**config.mk**
```make
export PLATFORM = sky130hd
export DESIGN_NAME = go_back_n_sender_window_unit
export DESIGN_NICKNAME = d
export VERILOG_FILES = /design/src/rtl/gbn_pkg.sv /design/src/rtl/gbn_ctrl.sv /design/src/rtl/gbn_dp.sv /design/src/rtl/go_back_n_sender_window_unit.sv
export SDC_FILE = /design/constraint.sdc
export NUM_CORES = 1
export LEC_CHECK = 0
export ABC_AREA = 1
export BUFFER_PORTS_ARGS = -buffer_cell sky130_fd_sc_hd__buf_4
export CORE_AREA = 2 2 169 171
export CTS_CLUSTER_SIZE = 20
export DETAILED_ROUTE_END_ITERATION = 12
export DIE_AREA = 0 0 171 173
export GPL_ROUTABILITY_DRIVEN = 1
export GPL_TIMING_DRIVEN = 1
export HOLD_SLACK_MARGIN = 0.1
export PLACE_DENSITY = 0.57
export SLEW_MARGIN = 20
export SYNTH_ARGS = -nofsm -noshare
export SYNTH_HDL_FRONTEND = slang
export SYNTH_SLANG_ARGS = --single-unit
export TNS_END_PERCENT = 30
```
**constraint.sdc**
```tcl
create_clock -name clk -period 11.6 [get_ports clk]
set_input_delay 0.58 -clock clk [delete_from_list [all_inputs] [get_ports clk]]
set_output_delay 0.58 -clock clk [all_outputs]
set_load 0.02 [all_outputs]
```
**src/rtl/gbn_pkg.sv**
```systemverilog
// Shared types and constants for the go-back-n sender window unit.
// No dependencies; imported by every module of the unit.
`default_nettype none

package gbn_pkg;

  // Default sizing of the unit.
  localparam int PKG_MAX_WINDOW = 32;
  localparam int PKG_FRAME_BITS = 16;

  // Fixed widths of the port fields.
  localparam int FIELD_W   = 16;  // frame_number, ack_number, frame_total
  localparam int WSZ_W     = 6;   // window_size register
  localparam int FUNC_W    = 2;
  localparam int CFG_IDX_W = 1;

  // Register reset values.
  localparam logic [FIELD_W-1:0] FRAME_TOTAL_RST = FIELD_W'(8);
  localparam logic [WSZ_W-1:0]   WINDOW_SIZE_RST = WSZ_W'(4);

  // Configuration register indexes.
  localparam logic [CFG_IDX_W-1:0] REG_FRAME_TOTAL = 1'b0;
  localparam logic [CFG_IDX_W-1:0] REG_WINDOW_SIZE = 1'b1;

  // Event codes of the input word.
  typedef logic [FUNC_W-1:0] func_t;
  localparam func_t FN_START   = 2'd0;
  localparam func_t FN_ACK     = 2'd1;
  localparam func_t FN_TIMEOUT = 2'd2;

  // Result kinds.
  localparam logic KIND_FRAME = 1'b0;
  localparam logic KIND_EXIT  = 1'b1;

  // Commands from the controller to the datapath.
  typedef enum logic [2:0] {
    CMD_NOP,
    CMD_LOAD,
    CMD_START,
    CMD_ACK,
    CMD_TMO,
    CMD_STEP
  } cmd_t;

  // Status from the datapath to the controller.
  typedef struct packed {
    func_t func;       // event code of the held input word
    logic  active;     // a session is open
    logic  more;       // the burst cursor is below its bound
    logic  last_step;  // the next burst word is the final one
    logic  slot_free;  // the output register can take a word this cycle
    logic  ack_emit;   // the held acknowledgement produces a result
  } status_t;

endpackage : gbn_pkg

`default_nettype wire

```
**src/rtl/gbn_ctrl.sv**
```systemverilog
// Sequencing state machine of the go-back-n sender window unit.
// Depends on gbn_pkg for the command and status types.
`default_nettype none

module gbn_ctrl
  import gbn_pkg::*;
(
  input  wire logic    clk,
  input  wire logic    rst_n,
  input  wire logic    in_valid,
  input  wire status_t st,
  output cmd_t         cmd,
  output logic         in_ready
);

  typedef enum logic [2:0] {
    S_IDLE   = 3'b001,
    S_DECODE = 3'b010,
    S_BURST  = 3'b100
  } state_t;

  state_t state_r, state_nxt;

  always_ff @(posedge clk) begin
    if (!rst_n) begin
      state_r <= S_IDLE;
    end else begin
      state_r <= state_nxt;
    end
  end

  always_comb begin
    state_nxt = state_r;
    cmd       = CMD_NOP;
    in_ready  = 1'b0;
    unique case (state_r)
      S_IDLE: begin
        in_ready = 1'b1;
        if (in_valid) begin
          cmd       = CMD_LOAD;
          state_nxt = S_DECODE;
        end
      end
      S_DECODE: begin
        case (st.func)
          FN_START: begin
            cmd       = CMD_START;
            state_nxt = S_BURST;
          end
          FN_ACK: begin
            if (!st.active) begin
              state_nxt = S_IDLE;
            end else if (!st.ack_emit || st.slot_free) begin
              cmd       = CMD_ACK;
              state_nxt = S_IDLE;
            end
          end
          FN_TIMEOUT: begin
            if (!st.active) begin
              state_nxt = S_IDLE;
            end else begin
              cmd       = CMD_TMO;
              state_nxt = S_BURST;
            end
          end
          default: begin
            state_nxt = S_IDLE;
          end
        endcase
      end
      S_BURST: begin
        if (!st.more) begin
          state_nxt = S_IDLE;
        end else if (st.slot_free) begin
          cmd = CMD_STEP;
          if (st.last_step) begin
            state_nxt = S_IDLE;
          end
        end
      end
      default: begin
        state_nxt = S_IDLE;
      end
    endcase
  end

endmodule : gbn_ctrl

`default_nettype wire

```
**src/rtl/gbn_dp.sv**
```systemverilog
// Window state, burst cursor and output register of the go-back-n sender.
// Depends on gbn_pkg; driven by commands from gbn_ctrl.
`default_nettype none

module gbn_dp
  import gbn_pkg::*;
#(
  parameter int FRAME_BITS = PKG_FRAME_BITS,
  parameter int WS_W       = 6
) (
  input  wire logic               clk,
  input  wire logic               rst_n,
  input  wire cmd_t               cmd,
  input  wire func_t              in_func,
  input  wire logic [FIELD_W-1:0] in_ack_number,
  input  wire logic [FIELD_W-1:0] frame_total,
  input  wire logic [WS_W-1:0]    ws,
  input  wire logic               out_ready,
  output status_t                 st,
  output logic                    out_valid,
  output logic                    out_kind,
  output logic [FIELD_W-1:0]      out_frame_number,
  output logic                    out_last
);

  localparam int FB1   = FRAME_BITS + 1;
  localparam int BND_W = ((FRAME_BITS > WS_W) ? FRAME_BITS : WS_W) + 1;

  func_t                 func_r;
  logic [FRAME_BITS-1:0] ack_r;
  logic [FRAME_BITS-1:0] next_r, base_r, top_r, cur_r, bound_r;
  logic                  active_r;
  logic                  out_valid_r, out_kind_r, out_last_r;
  logic [FIELD_W-1:0]    out_frame_r;

  logic [FRAME_BITS-1:0] nf, base_adv, ws_m1, start_cnt, tmo_bound;
  logic [BND_W-1:0]      lim;
  logic                  exit_hit, room, ack_emit, slot_free, emit;

  always_comb begin
    nf        = FRAME_BITS'(frame_total);
    exit_hit  = (FB1'(ack_r) + FB1'(1)) == FB1'(nf);
    base_adv  = (ack_r == base_r) ? base_r + FRAME_BITS'(1) : base_r;
    ws_m1     = FRAME_BITS'(ws - WS_W'(1));
    room      = ((top_r - base_adv) != ws_m1) && (next_r != nf);
    ack_emit  = exit_hit || room;
    // A start sends min(frames, window) frames.
    start_cnt = (BND_W'(nf) < BND_W'(ws)) ? nf : FRAME_BITS'(ws);
    // A timeout resends from the base up to base + window, capped by the total.
    lim       = BND_W'(base_r) + BND_W'(ws);
    tmo_bound = (BND_W'(nf) < lim) ? nf : FRAME_BITS'(lim);
    slot_free = !out_valid_r || out_ready;
    emit      = (cmd == CMD_STEP) || ((cmd == CMD_ACK) && ack_emit);
  end

  always_comb begin
    st.func      = func_r;
    st.active    = active_r;
    st.more      = cur_r < bound_r;
    st.last_step = (cur_r + FRAME_BITS'(1)) == bound_r;
    st.slot_free = slot_free;
    st.ack_emit  = ack_emit;
  end

  always_ff @(posedge clk) begin
    if (!rst_n) begin
      func_r      <= FN_START;
      ack_r       <= '0;
      next_r      <= '0;
      base_r      <= '0;
      top_r       <= '0;
      cur_r       <= '0;
      bound_r     <= '0;
      active_r    <= 1'b0;
      out_valid_r <= 1'b0;
    end else begin
      if (emit) begin
        out_valid_r <= 1'b1;
      end else if (out_ready) begin
        out_valid_r <= 1'b0;
      end
      case (cmd)
        CMD_LOAD: begin
          func_r <= in_func;
          ack_r  <= FRAME_BITS'(in_ack_number);
        end
        CMD_START: begin
          base_r   <= '0;
          top_r    <= ws_m1;
          active_r <= 1'b1;
          next_r   <= start_cnt;
          cur_r    <= '0;
          bound_r  <= start_cnt;
        end
        CMD_ACK: begin
          if (exit_hit) begin
            active_r <= 1'b0;
          end else begin
            base_r <= base_adv;
            if (room) begin
              top_r  <= top_r + FRAME_BITS'(1);
              next_r <= next_r + FRAME_BITS'(1);
            end
          end
        end
        CMD_TMO: begin
          cur_r   <= base_r;
          bound_r <= tmo_bound;
        end
        CMD_STEP: begin
          cur_r <= cur_r + FRAME_BITS'(1);
        end
        default: begin
        end
      endcase
    end
  end

  // Output word payload; only loaded when a word is produced.
  always_ff @(posedge clk) begin
    if (cmd == CMD_STEP) begin
      out_kind_r  <= KIND_FRAME;
      out_frame_r <= FIELD_W'(cur_r);
      out_last_r  <= st.last_step;
    end else if (cmd == CMD_ACK && ack_emit) begin
      out_kind_r  <= exit_hit ? KIND_EXIT : KIND_FRAME;
      out_frame_r <= exit_hit ? '0 : FIELD_W'(next_r);
      out_last_r  <= 1'b1;
    end
  end

  assign out_valid        = out_valid_r;
  assign out_kind         = out_kind_r;
  assign out_frame_number = out_frame_r;
  assign out_last         = out_last_r;

  a_no_overwrite: assert property (@(posedge clk) disable iff (!rst_n)
    emit |-> (!out_valid_r || out_ready))
    else $error("output word overwritten before it was taken");

  a_step_in_range: assert property (@(posedge clk) disable iff (!rst_n)
    (cmd == CMD_STEP) |-> (cur_r < bound_r))
    else $error("burst step past its bound");

  a_step_loads: assert property (@(posedge clk) disable iff (!rst_n)
    (cmd == CMD_STEP) |=> (out_valid_r && out_kind_r == KIND_FRAME))
    else $error("burst step did not produce a frame word");

  a_close_by_ack: assert property (@(posedge clk) disable iff (!rst_n)
    $fell(active_r) |-> (!$past(rst_n) || $past(cmd) == CMD_ACK))
    else $error("session closed without an acknowledgement");

endmodule : gbn_dp

`default_nettype wire

```
**src/rtl/go_back_n_sender_window_unit.sv**
```systemverilog
// Top level of the go-back-n sender window unit: configuration registers,
// controller and datapath. Depends on gbn_pkg, gbn_ctrl and gbn_dp.
`default_nettype none

// Channel   Direction  Handshake                  Payload
// in        input      in_valid / in_ready        in_func, in_ack_number
// out       output     out_valid / out_ready      out_kind, out_frame_number, out_last
// cfg       input      cfg_valid / cfg_ready      cfg_index, cfg_data
//
// A word is taken in one cycle and decoded in the next, where an acknowledgement or an
// ignored word ends. A start or a timeout then bursts one frame per cycle while out_ready
// stays high. A stalled out_ready holds the burst in the output register without loss; the
// next word is taken once the previous one is issued.
// Reset (rst_n low, synchronous) closes the session, empties the output register and loads
// frame_total with 8 and window_size with 4. The cfg port is always ready.

module go_back_n_sender_window_unit
  import gbn_pkg::*;
#(
  parameter int MAX_WINDOW = PKG_MAX_WINDOW,
  parameter int FRAME_BITS = PKG_FRAME_BITS
) (
  input  wire logic                 clk,
  input  wire logic                 rst_n,
  input  wire logic                 in_valid,
  output logic                      in_ready,
  input  wire logic [FUNC_W-1:0]    in_func,
  input  wire logic [FIELD_W-1:0]   in_ack_number,
  output logic                      out_valid,
  input  wire logic                 out_ready,
  output logic                      out_kind,
  output logic [FIELD_W-1:0]        out_frame_number,
  output logic                      out_last,
  input  wire logic                 cfg_valid,
  output logic                      cfg_ready,
  input  wire logic [CFG_IDX_W-1:0] cfg_index,
  input  wire logic [FIELD_W-1:0]   cfg_data
);

  // Width that holds the effective window size, up to MAX_WINDOW.
  localparam int WS_W = $clog2(MAX_WINDOW + 1);

  logic [FIELD_W-1:0] frame_total_r;
  logic [WSZ_W-1:0]   window_size_r;
  logic [WSZ_W:0]     wsz;
  logic [WS_W-1:0]    ws;
  cmd_t               cmd;
  status_t            st;

  // Configuration writes take effect at once; the port never stalls.
  assign cfg_ready = 1'b1;

  always_ff @(posedge clk) begin
    if (!rst_n) begin
      frame_total_r <= FRAME_TOTAL_RST;
      window_size_r <= WINDOW_SIZE_RST;
    end else if (cfg_valid) begin
      unique case (cfg_index)
        REG_FRAME_TOTAL: frame_total_r <= cfg_data;
        REG_WINDOW_SIZE: window_size_r <= cfg_data[WSZ_W-1:0];
        default: begin
        end
      endcase
    end
  end

  // Effective window: a size of zero acts as one, and large sizes saturate.
  always_comb begin
    wsz = {1'b0, window_size_r};
    if (wsz == '0) begin
      ws = WS_W'(1);
    end else if (wsz > (WSZ_W + 1)'(MAX_WINDOW)) begin
      ws = WS_W'(MAX_WINDOW);
    end else begin
      ws = WS_W'(wsz);
    end
  end

  gbn_ctrl u_ctrl (
    .clk      (clk),
    .rst_n    (rst_n),
    .in_valid (in_valid),
    .st       (st),
    .cmd      (cmd),
    .in_ready (in_ready)
  );

  gbn_dp #(
    .FRAME_BITS (FRAME_BITS),
    .WS_W       (WS_W)
  ) u_dp (
    .clk              (clk),
    .rst_n            (rst_n),
    .cmd              (cmd),
    .in_func          (in_func),
    .in_ack_number    (in_ack_number),
    .frame_total      (frame_total_r),
    .ws               (ws),
    .out_ready        (out_ready),
    .st               (st),
    .out_valid        (out_valid),
    .out_kind         (out_kind),
    .out_frame_number (out_frame_number),
    .out_last         (out_last)
  );

endmodule : go_back_n_sender_window_unit

`default_nettype wire

```
; Yosys cells after proc, flatten, opt, wreduce, memory -nomap -nowiden
; Cells that the tools add are included.
[totals]
in_bits = 40
register_bits = 143
word_cells = 114
out_inout_bits = 21
[op_classes]
mux = 43
n_reduce_logical = 21
n_eq_ne = 22
n_addsub = 8
magnitude_cmp = 4
bitwise = 1
[ops]
columns = operator, count
row1 = $mux 16, 11
row2 = $pmux 16 s2, 4
row3 = $add 16x1->16 const B, 4
row4 = $pmux 16 s3, 1
row5 = $pmux 3 s3, 4
row6 = $mux 3, 11
row7 = $eq 16x16->1, 2
row8 = $ne 16x16->1, 2
row9 = $add 16x1->17 const B, 1
row10 = $add 16x6->17, 1
row11 = $eq 17x16->1, 1
row12 = $lt 16x17->1, 1
row13 = $lt 16x16->1, 1
row14 = $lt 16x6->1, 1
row15 = $sub 16x16->16, 1
row16 = $mux 6, 2
row17 = $eq 3x2->1 const B, 3
row18 = $eq 3x3->1 const B, 3
row19 = $mux 1, 8
row20 = $reduce_and 2->1, 4
row21 = $reduce_bool 2->1, 4
row22 = $sub 6x1->7 const B, 1
row23 = $eq 3x1->1 const B, 2
row24 = $gt 6x6->1 const B, 1
row25 = other kinds (18), 25

; Longest topological paths before layout
; Gate-level depths: netlist of the first run.
[depth]
word_depth = 17
ltp_mapped = 41
depth_no_buf = 38

; Cells and area by module
; Synthesis of the first run repeated with hierarchy kept, for this count alone.
[unflattened]
cells_unflattened = 1741
hier_area_um2 = 11365.9
[by_module_without_submodules]
columns = module, n_inst, area_per_inst_um2, seq_area_each_um2, cells_each
row1 = gbn_dp, 1, 10244.8, 2532.4, 1587
row2 = go_back_n_sender_window_unit, 1, 857.1, 440.4, 108
row3 = gbn_ctrl, 1, 264.0, 60.1, 46

; Least setup slack after synthesis of the first run
; Ideal clock, no wire load.
[synth_path]
kind = register -> register
start = register u_dp.base_r[0]
end = register u_dp.out_frame_r[0], in the netlist u_dp.out_frame_number[0], enable pin
path_buffers = 2
stages_incl_launch_ff = 38
arrival_time_ps = 4300
path_slack_ps = 6926
setup_time_ps = 374
path_cell_list = dfxtp_1 buf_4 inv_2 nand2_1 nand2_1 nor2_1 nand2_2 nor2_8 nand2_4 buf_6 nor3_1 xor2_1 inv_1 ha_1 nand2_1 o21ai_0 nand2_1 o21ai_0 [2 not listed] nand3_1 nand2_1 nand2_1 nand2_1 nand2_1 nand2_1 nand2_1 nand3_1 inv_1 nor2_1 nand3_1 nand2_2 nand2_4 nand2_8 nand2_4 inv_2 nand2_1 nand2_1
[synth_between]
elab_chain_len = 15
elab_cells_between_ends = 17
classes_between = add/sub (2) / eq/ne (4) / mux (5) / reduce/logical (6)
[synth_rtl]
columns = item, line
row1 = start: declaration, gbn_dp.sv:31  ; logic [FRAME_BITS-1:0] next_r, base_r, top_r, cur_r, bound_r;
row2 = start signal: assignment, gbn_dp.sv:99  ; base_r <= base_adv;
row3 = $add 16x1->16 / $eq 16x16->1 (equally long branches), gbn_dp.sv:43  ; base_adv = (ack_r == base_r) ? base_r + FRAME_BITS'(1) : base_r;
row4 = $mux 16 (*), gbn_dp.sv:43
row5 = $sub 16x16->16 (*), gbn_dp.sv:45  ; room = ((top_r - base_adv) != ws_m1) && (next_r != nf);
row6 = $ne 16x16->1 (*), gbn_dp.sv:45
row7 = $logic_and 1x1->1 (*), gbn_dp.sv:45
row8 = $logic_or 1x1->1 (*), gbn_dp.sv:46  ; ack_emit = exit_hit || room;
row9 = $logic_not 1->1, gbn_ctrl.sv:53  ; end else if (!st.ack_emit || st.slot_free) begin
row10 = $logic_or 1x1->1, gbn_ctrl.sv:53
row11 = $mux 2, gbn_ctrl.sv:53
row12 = $mux 3, gbn_ctrl.sv:51  ; if (!st.active) begin
row13 = $pmux 3 s3, gbn_ctrl.sv:45  ; case (st.func)
row14 = $pmux 3 s3, gbn_ctrl.sv:36  ; unique case (state_r)
row15 = $eq 3x2->1, gbn_dp.sv:125  ; end else if (cmd == CMD_ACK && ack_emit) begin
row16 = $logic_and 1x1->1, gbn_dp.sv:125
row17 = $reduce_bool 2->1 (no source line) (*), --
row18 = end signal: assignment, gbn_dp.sv:123  ; out_frame_r <= FIELD_W'(cur_r);
row19 = end signal: assignment, gbn_dp.sv:127  ; out_frame_r <= exit_hit ? '0 : FIELD_W'(next_r);
row20 = end: declaration, gbn_dp.sv:34  ; logic [FIELD_W-1:0] out_frame_r;
; Mark *: on every way between the ends. The rest lies on a longest branch, timed or not.
; A chain may end at the register's enable or synchronous reset.

; Worst setup path in the final report of the first run
[layout_path]
start = register u_dp.base_r[9]
end = register u_dp.out_frame_r[2], in the netlist u_dp.out_frame_number[2], enable pin
; The elaborated chain is that of the path after synthesis.

==> metrics.cfg, run 1 <==
[clock_network]
cts_root_buf = clkbuf_16
hold_buffers = 0
cts_buffers = 17
clock_path_buffers = 2
clk_latency_ns = 0.43
post_cts_buffers = 0
clk_transition_reported_paths_ns = 0.08
cts_tree = built
cts-htree-levels = 4
cts-resized-gates = 0
cts.sink_count = 143

[power_and_ir_drop]
ir_drop_mv = 0.0803
leakage_nw = 5.74
p_per_area_mw_per_mm2 = 122
p_total_mw = 1.50

[floorplan]
start_util = 0.398
core_sq_mm = 0.0276
die-area_sq_mm = 0.0296
rows = 61
pin_count = 61
die_w_microns = 171
fp.dieH_microns = 173

[flow_run]
maxCapViolations = 0

[grt]
grt-busiest-layer = met2
grt_overflow = 0
grt_max_degree = 47
grt_first_pass_wirelength_mm = 58.7
grt_usage = 0.258
grt_use_met2 = 0.429
grt_pass1_vias = 10400
antenna_found_initial = 0
met1_usage = 0.347
grtUsageMet3 = 0.0233

[drt]
firstDrtPassIters = 5
via_count = 11000
routed_wl_mm = 37.5
wl_per_cell_microns = 17.6
first_iter_violations = 881
antenna_left = 0
drc_errors = 0
avgViaCountPerCell = 5.18

[layout]
final_core_util = 0.447
post-route-cell-area_sq_mm = 0.0124
antennaDiodeCount = 0
final_cell_mix = nand2_1 (418), nor2_1 (214), inv_1 (199)
syn2layout_area_growth_pct = 12.3
final_layout_size_suffix_gt1_frac = 0.0929
nFillCells = 3024
final_cell_count_no_fill = 2132
fin_nets = 1843
final_common_cell = nand2_1

[logic_synthesis]
synth.net_count = 1809
synth-async-reset-ratio = 0
ys_ff_latch = 143
yosysTopAreaCellShare = 0.229
netlist_area_sq_mm = 0.0110
synth_warnings = 0
synth-edff-count = 17
ys.flop_type = dfxtp_1
syn-instance-count = 1707
synth_seq_area_share = 0.276
synth_area_leader_cell = dfxtp_1
avgSynthCellArea_sq_um = 6.45
yosys-top-cells-area = dfxtp_1 (23%), nand2_1 (14%), nor2_1 (7.3%)
yosysUniqueCellTypes = 54

[sta]
hold_viol_final = 0
max_freq_ghz = 0.157
fin_tns_setup_ns = 0
tightest_slew_ns = 1.09
fin_worst_skew_ns = 0.0173
slew_headroom = 0.274
hold-worst-slack_ns = 0.363
setup_viol = 0
slew_viol_final = 0
rsz0062_at_grt = no
layout_min_cycle_time_ns = 6.37
postLayoutSetupSlackWorst_ns = 5.23
finalCritPeriodShare = 0.549

[critical_path]
cp.required_ns = 11.66
cp-end-kind = flop
cp.arrival_ns = 6.43
reg2reg_slack_ns = 5.23
slowest_delay_ns = 0.57
path_max_fanout = 44
crit_type = flop to flop
cpMaxStageDelayCell = dfxtp_1
path_common_cell = nand2_1
critPathLaunchType = flop

[placed_design]
dp_slack_ns = 5.29
dpl_cell_area_sq_mm = 0.0117
hpwl_mm = 29.6
gp_congestion = 1.02
io_buffers = 59
dp.cells = 2100

[run_status]
outcome = completed

[worst_hold_path]
hp-class = primary input to flop

## layer usage
metal	part of all wire	wire length, microns
met2	0.46	17300
met1	0.46	17300
met5	0	0
met4	0.028	1060
met3	0.051	1930
## report_power, final
group	internal (mW)	total, mW	switching [mW]	leakage, nW
Sequential	0.519	0.552	0.0336	1.18
Clock	0.347	0.601	0.253	0.303
Combinational	0.122	0.351	0.228	4.26
Total	0.988	1.50	0.515	5.74
## state kept, by name, summed over array words and instances (netlist names)
name                   flops
u_dp.out_valid             1
u_ctrl.state_r             3
u_dp.out_last              1
u_dp.out_kind              1
u_dp.func_r                2
u_dp.next_r               16
u_dp.active_r              1
u_dp.bound_r              16
u_dp.ack_r                16
u_dp.base_r               16
u_dp.out_frame_number     16
u_dp.top_r                16
window_size_r              6
frame_total_r             16
u_dp.cur_r                16
## worst paths after layout
kind,startpoint,to,depth (start not counted)
min reg2reg,u_dp.bound_r[6],u_dp.bound_r[6],2
max reg2reg,u_dp.base_r[9],u_dp.out_frame_number[2],33
min,cfg_data[2],window_size_r[2],3
max,u_dp.base_r[9],u_dp.out_frame_number[2],33
## cell usage after synthesis (3+ instances only)
master and number:
xnor2_1 12, nor4_1 12, a21oi_1 92, buf_6 4, nand2_4 5, o21bai_1 5
a22oi_1 4, or2_2 4, dfxtp_1 126, nand2_1 418, clkbuf_1 34, o21ai_0 104
nor2_4 3, o221ai_1 6, o211ai_1 16, nor2_1 215, buf_4 10, inv_2 22
a31oi_1 5, inv_1 199, xor2_1 84, nand3_2 4, nand2_2 10, nor3b_1 4
nor3_1 30, ha_1 60, nand3_1 114, o21ai_1 16, nand3b_1 3, nand4_1 21
o22ai_1 14, edfxtp_1 17, buf_2 5
## critical path: cells and delay by family, from the launching register on
family | cells | cell delay (ns)
flops | 1 | 0.57
buf+inv | 5 | 0.80
compound gates | 3 | 0.99
simple gates | 24 | 3.15
fa+ha+maj | 1 | 0.44
## cell families after synthesis
family,share of synthesized area
flops,0.276
buf+inv,0.102
simple gates,0.333
compound gates,0.141
xor+xnor,0.0764
fa+ha+maj,0.0719
other cells,0.000341
## cell type report
type	instances	area, sq um	area share
Timing Repair Buffer	70	526	0.0425
Clock buffer	17	425	0.0344
Sequential cell	143	3030	0.245
Clock inverter	15	199	0.0161
Multi-Input combinational cell	1286	6860	0.555
Tap cell	378	473	0.0383
Inverter	223	837	0.0677
No activity file was read; power rests on OpenSTA's default activity.
==> run 2: changes to the inputs <==
--- a/config.mk
+++ b/config.mk
@@ -14,7 +14,7 @@
 export GPL_ROUTABILITY_DRIVEN = 1
 export GPL_TIMING_DRIVEN = 1
 export HOLD_SLACK_MARGIN = 0.1
-export PLACE_DENSITY = 0.57
+export PLACE_DENSITY = 0.59
 export SLEW_MARGIN = 20
 export SYNTH_ARGS = -nofsm -noshare
 export SYNTH_HDL_FRONTEND = slang
==> constraint.sdc (replaced) <==
create_clock -name clk -period 5.7 [get_ports clk]
set_input_delay 0.285 -clock clk [delete_from_list [all_inputs] [get_ports clk]]
set_output_delay 0.285 -clock clk [all_outputs]
set_load 0.02 [all_outputs]
==> metrics.cfg, run 2 (synthesis results as in run 1) <==
[critical_path]
cp-end-kind = flop  ; unchanged
slowest_delay_ns = 0.43  ; was 0.57 ns
path_max_fanout = 18  ; was 44
cp.required_ns = 5.83  ; was 11.66 ns
crit_type = flop to flop  ; unchanged
cpMaxStageDelayCell = fa_1  ; was dfxtp_1
cp.arrival_ns = 5.17  ; was 6.43 ns
path_common_cell = nand2_1  ; unchanged
critPathLaunchType = flop  ; unchanged

[flow_run]
maxCapViolations = 0  ; unchanged

[sta]
hold-worst-slack_ns = 0.128  ; was 0.363 ns
hold_viol_final = 0  ; unchanged
tightest_slew_ns = 0.740  ; was 1.09 ns
slew_headroom = 0.505  ; was 0.274
fin_tns_setup_ns = 0  ; unchanged
fin_worst_skew_ns = 0.0162  ; was 0.0173 ns
layout_min_cycle_time_ns = 5.04  ; was 6.37 ns
finalCritPeriodShare = 0.884  ; was 0.549
max_freq_ghz = 0.198  ; was 0.157 GHz
rsz0062_at_grt = no  ; unchanged
slew_viol_final = 0  ; unchanged
setup_viol = 0  ; unchanged

[layout]
final_cell_mix = nand2_1 (418), nor2_1 (215), inv_1 (199)  ; was nand2_1 (418), nor2_1 (214), inv_1 (199)
syn2layout_area_growth_pct = 14.3  ; was 12.3%
antennaDiodeCount = 0  ; unchanged
final_layout_size_suffix_gt1_frac = 0.105  ; was 0.0929
final_common_cell = nand2_1  ; unchanged
fin_nets = 1873  ; was 1843

[power_and_ir_drop]
ir_drop_mv = 0.187  ; was 0.0803 mV
pwr-share-seq = 0.375  ; was 0.367
switching_share = 0.354  ; was 0.343
leakage_nw = 5.86  ; was 5.74 nW
clockPowerShare = 0.380  ; was 0.399
p_int_mw = 1.94  ; was 0.988 mW
comb_power_share = 0.245  ; was 0.233
p_per_area_mw_per_mm2 = 238  ; was 122 mW/mm^2
p_sw_mw = 1.06  ; was 0.515 mW

[placed_design]
hpwl_mm = 29.3  ; was 29.6 mm
io_buffers = 59  ; unchanged
gp_congestion = 0.969  ; was 1.02

[floorplan]
start_util = 0.398  ; unchanged
pin_count = 61  ; unchanged
die_w_microns = 171  ; unchanged
die-area_sq_mm = 0.0296  ; unchanged
core_sq_mm = 0.0276  ; unchanged
fp.dieH_microns = 173  ; unchanged
rows = 61  ; unchanged

[drt]
avgViaCountPerCell = 5.18  ; about the same
wl_per_cell_microns = 17.1  ; was 17.6 microns
drc_errors = 0  ; unchanged
first_iter_violations = 910  ; was 881
routed_wl_mm = 37.0  ; was 37.5 mm
via_count = 11200  ; was 11000
antenna_left = 0  ; unchanged
firstDrtPassIters = 5  ; unchanged

[grt]
grt_overflow = 0  ; unchanged
grt_first_pass_wirelength_mm = 58.1  ; was 58.7 mm
grt_max_degree = 58  ; was 47
grt_usage = 0.253  ; was 0.258
antenna_found_initial = 0  ; unchanged
grt_pass1_vias = 10600  ; was 10400

[clock_network]
cts_tree = built  ; unchanged
clk_latency_ns = 0.44  ; was 0.43 ns
cts_root_buf = clkbuf_16  ; unchanged
cts.sink_count = 143  ; unchanged
clk_transition_reported_paths_ns = 0.08  ; about the same
cts-htree-levels = 4  ; unchanged
cts_buffers = 17  ; unchanged
clock_path_buffers = 2  ; unchanged

[worst_hold_path]
hp-class = primary input to flop  ; unchanged

[run_status]
outcome = completed  ; unchanged

==> run 2: changes by cell type in the layout (fill, tap and decap cells not counted), sizes merged <==
| cell | previous run | this run |
|---|---|---|
| clkinvlp | 2 | 3 |
| dlygate4sd3 | 0 | 8 |
| bufinv | 3 | 1 |
| inv | 229 | 230 |
| buf | 70 | 92 |
==> run 2: area by class of cell <==
type,count,area [sq um]
clock buffer,17,425
clock inverter,15,149
fill,2989,15100
inverter,223,837
multi-input combinational,1286,6870
sequential,143,3040
tap,378,473
timing repair buffer,100,787
==> run 2: final timing paths <==
check	startpoint	slack (ns)	cells past startpoint	endpoint
hold reg to reg	u_dp.bound_r[7]	0.47	2	u_dp.bound_r[7]
setup reg to reg	u_dp.ack_r[6]	0.66	34	u_dp.out_last
setup / recovery	u_dp.ack_r[6]	0.66	34	u_dp.out_last
hold / removal	in_ack_number[15]	0.13	3	u_dp.ack_r[15]
==> run 2: what timing repair did <==
action                     4_1_cts  5_1_grt
setup endpoints to repair        0       67
gates resized for setup          0        7
hold endpoints to repair         8        0
hold buffers                     8        0
buffers inserted                 0        0
==> run 2: power by group through the flow <==
| stage | Clock (mW) | Sequential [mW] | Combinational, mW |
|---|---|---|---|
| after global routing | 1.19 | 1.12 | 0.837 |
| after detailed placement | 0 | 1.14 | 0.722 |
| final | 1.14 | 1.12 | 0.735 |
| after global placement | 0 | 1.14 | 0.717 |
| after floorplan | 0 | 1.11 | 0.538 |
| after CTS | 1.16 | 1.12 | 0.731 |
==> run 2: critical path: cells and delay by family (launching register included) <==
kind                       cells  cell delay (ns)
and+or+nand+nor               24             2.48
adders and majority gates      1             0.43
buffers and inverters          6             0.65
DFF                            1             0.42
AOI/OAI and AO/OA              3             0.71
==> run 2: metal layers <==
metal | up-vias | wire [microns] | track usage
li1 | 5672 | - | -
met1 | 5059 | 16200 | 0.330
met2 | 377 | 17000 | 0.416
met3 | 83 | 2100 | 0.0295
met4 | 0 | 1700 | 0.119
met5 | - | 0 | 0
==> run 2: per-stage QoR <==
stage	cells	util	setup slack (ns)	power, mW	area [sq um]
after floorplan	1707	-	1.03	1.65	11000
after detailed placement	2122	0.431	0.294	1.87	11900
after global routing	2162	0.455	0.0555	3.16	12600
after global placement	2122	0.431	0.310	1.86	11900
final	2162	0.455	0.661	2.99	12600
after CTS	2162	0.455	0.266	3.01	12600
==> run 3: changes to the inputs <==
--- a/config.mk
+++ b/config.mk
@@ -7,10 +7,10 @@
 export LEC_CHECK = 0
 export ABC_AREA = 1
 export BUFFER_PORTS_ARGS = -buffer_cell sky130_fd_sc_hd__buf_4
-export CORE_AREA = 2 2 169 171
+export CORE_AREA = 2 2 129 225
 export CTS_CLUSTER_SIZE = 20
 export DETAILED_ROUTE_END_ITERATION = 12
-export DIE_AREA = 0 0 171 173
+export DIE_AREA = 0 0 131 227
 export GPL_ROUTABILITY_DRIVEN = 1
 export GPL_TIMING_DRIVEN = 1
 export HOLD_SLACK_MARGIN = 0.1
==> metrics.cfg, run 3 (synthesis results as in run 1) <==
[run_status]
outcome = completed  ; unchanged

[clock_network]
clk_latency_ns = 0.46  ; was 0.44 ns
cts_root_buf = clkbuf_16  ; unchanged
cts.sink_count = 143  ; unchanged
clk_transition_reported_paths_ns = 0.06  ; was 0.08 ns
cts_buffers = 17  ; unchanged
clock_path_buffers = 2  ; unchanged
cts-htree-levels = 4  ; unchanged
cts_tree = built  ; unchanged

[layout]
syn2layout_area_growth_pct = 14.1  ; was 14.3%
nFillCells = 2950  ; was 2989
final_cell_mix = nand2_1 (418), nor2_1 (215), inv_1 (199)  ; unchanged
fin_nets = 1870  ; was 1873
final_common_cell = nand2_1  ; unchanged
final_layout_size_suffix_gt1_frac = 0.103  ; was 0.105
antennaDiodeCount = 0  ; unchanged
multiInputGateArea_sq_mm = 0.00687  ; about the same
seq_area_sq_mm = 0.00304  ; about the same

[placed_design]
io_buffers = 59  ; unchanged
dp_slack_ns = 0.325  ; was 0.294 ns
gp_congestion = 0.990  ; was 0.969
hpwl_mm = 31.6  ; was 29.3 mm

[power_and_ir_drop]
comb_power_share = 0.250  ; was 0.245
p_sw_mw = 1.01  ; was 1.06 mW
p_per_area_mw_per_mm2 = 236  ; was 238 mW/mm^2
pwr-share-seq = 0.381  ; was 0.375
leakage_nw = 5.85  ; was 5.86 nW
switching_share = 0.342  ; was 0.354
p_int_mw = 1.95  ; was 1.94 mW
clockPowerShare = 0.369  ; was 0.380
ir_drop_mv = 0.236  ; was 0.187 mV

[drt]
via_count = 11400  ; was 11200
wl_per_cell_microns = 18.4  ; was 17.1 microns
drc_errors = 0  ; unchanged
routed_wl_mm = 39.6  ; was 37.0 mm
first_iter_violations = 714  ; was 910
firstDrtPassIters = 5  ; unchanged
avgViaCountPerCell = 5.29  ; was 5.18
antenna_left = 0  ; unchanged

[sta]
max_freq_ghz = 0.196  ; was 0.198 GHz
layout_min_cycle_time_ns = 5.10  ; was 5.04 ns
fin_tns_setup_ns = 0  ; unchanged
postLayoutSetupSlackWorst_ns = 0.601  ; was 0.661 ns
slew_headroom = 0.354  ; was 0.505
tightest_slew_ns = 0.962  ; was 0.740 ns
finalCritPeriodShare = 0.894  ; was 0.884
rsz0062_at_grt = no  ; unchanged
fin_worst_skew_ns = 0.0104  ; was 0.0162 ns
slew_viol_final = 0  ; unchanged
hold_viol_final = 0  ; unchanged
setup_viol = 0  ; unchanged

[grt]
grt_first_pass_wirelength_mm = 60.6  ; was 58.1 mm
grt_max_degree = 52  ; was 58
antenna_found_initial = 0  ; unchanged
grt_usage = 0.275  ; was 0.253
met1_usage = 0.258  ; was 0.330
grtUsageMet3 = 0.0414  ; was 0.0295
grt_overflow = 0  ; unchanged
grt_pass1_vias = 11200  ; was 10600
grt-busiest-layer = met2  ; unchanged
grt_use_met2 = 0.496  ; was 0.416

[critical_path]
r2r_cells = 34  ; unchanged
critPathLaunchType = flop  ; unchanged
cp.required_ns = 5.84  ; was 5.83 ns
crit_type = flop to flop  ; unchanged
r2r-start = u_dp.base_r[11]  ; was u_dp.ack_r[6]
reg2reg_slack_ns = 0.60  ; was 0.66 ns
r2r-end = u_dp.out_frame_number[4]  ; was u_dp.out_last
slowest_delay_ns = 0.40  ; was 0.43 ns
cp-end-kind = flop  ; unchanged
path_common_cell = nand2_1  ; unchanged
cp.arrival_ns = 5.24  ; was 5.17 ns
cpMaxStageDelayCell = dfxtp_1  ; was fa_1
path_max_fanout = 18  ; unchanged

[worst_hold_path]
min_from = in_ack_number[11]  ; was in_ack_number[15]
hp-class = primary input to flop  ; unchanged
hold_depth = 3  ; unchanged
hold_path_end = u_dp.ack_r[11]  ; was u_dp.ack_r[15]

[floorplan]
start_util = 0.395  ; was 0.398
fp.dieH_microns = 227  ; was 173 microns
die_w_microns = 131  ; was 171 microns
die-area_sq_mm = 0.0297  ; was 0.0296 sq mm
core_sq_mm = 0.0279  ; was 0.0276 sq mm
pin_count = 61  ; unchanged
rows = 81  ; was 61

[flow_run]
maxCapViolations = 0  ; unchanged

[run 3: changes by cell type in the layout (fill, tap and decap cells not counted), moves of 2 or more]
cell | before | now
o21ai_0 | 103 | 101
o21ai_1 | 17 | 19
buf_4 | 90 | 86
clkbuf_8 | 0 | 3
dfxtp_2 | 2 | 4
clkinv_2 | 2 | 5
clkinv_4 | 0 | 2
clkbuf_1 | 0 | 2
inv_8 | 3 | 0
inv_6 | 6 | 0
[run 3: worst max-delay path by stage]
stage	startpoint	end	slack, ns	cells after the start
2_1_floorplan	u_dp.base_r[0]	u_dp.out_frame_number[0]	1.03	37
3_3_place_gp	u_dp.base_r[10]	u_dp.base_r[10]	0.41	35
3_5_place_dp	u_dp.base_r[4]	u_dp.base_r[9]	0.33	35
4_1_cts	u_dp.base_r[4]	u_dp.base_r[9]	0.29	35
5_1_grt	u_dp.base_r[12]	u_dp.out_valid	0.06	38
6_report	u_dp.base_r[11]	u_dp.out_frame_number[4]	0.60	34
[run 3: power groups by stage]
| stage | combinational (mW) | sequential (mW) | clock [mW] |
|---|---|---|---|
| floorplan | 0.538 | 1.11 | 0 |
| global placement | 0.718 | 1.15 | 0 |
| detailed placement | 0.726 | 1.15 | 0 |
| CTS | 0.734 | 1.12 | 1.11 |
| global route | 0.836 | 1.13 | 1.15 |
| finish | 0.741 | 1.13 | 1.09 |
[run 3: timing repair]
item | in CTS | in global routing
buffers inserted | 0 | 0
hold buffers | 9 | 0
resized for setup | 0 | 9
endpoints found under the hold margin | 9 | 0
setup endpoints to repair | 0 | 67
[run 3: worst max-delay path, delay by kind of cell (launching register included)]
family / cells / cell delay [ns]
AND/OR/NAND/NOR: 26 / 2.97
XOR/XNOR: 1 / 0.20
buffers and inverters: 6 / 0.83
adder cells (fa/ha/maj): 1 / 0.37
flip-flops: 1 / 0.40
[run 3: routing by layer]
metal / vias up / wire length, microns
li1: 5665 / -
met1: 5220 / 13500
met2: 343 / 20300
met3: 166 / 1620
met4: 0 / 4210
met5: - / 0
[run 3: cell type report]
cell class | count | share of cell area
timing repair buffer | 97 | 0.0618
inverter | 223 | 0.0667
multi-input combinational | 1286 | 0.548
tap | 373 | 0.0372
clock buffer | 22 | 0.0378
clock inverter | 10 | 0.00698
sequential | 143 | 0.242
[run 3: metrics by stage]
stage	cell area, sq um	cells	hold slack, ns	power [mW]	utilization
after floorplan	11000	1707	0.398	1.65	-
after global placement	11900	2113	0.454	1.86	0.426
after detailed placement	11900	2113	0.460	1.87	0.426
after CTS	12500	2154	0.106	2.97	0.450
after global routing	12600	2154	0.145	3.11	0.450
final	12600	2154	0.121	2.96	0.450
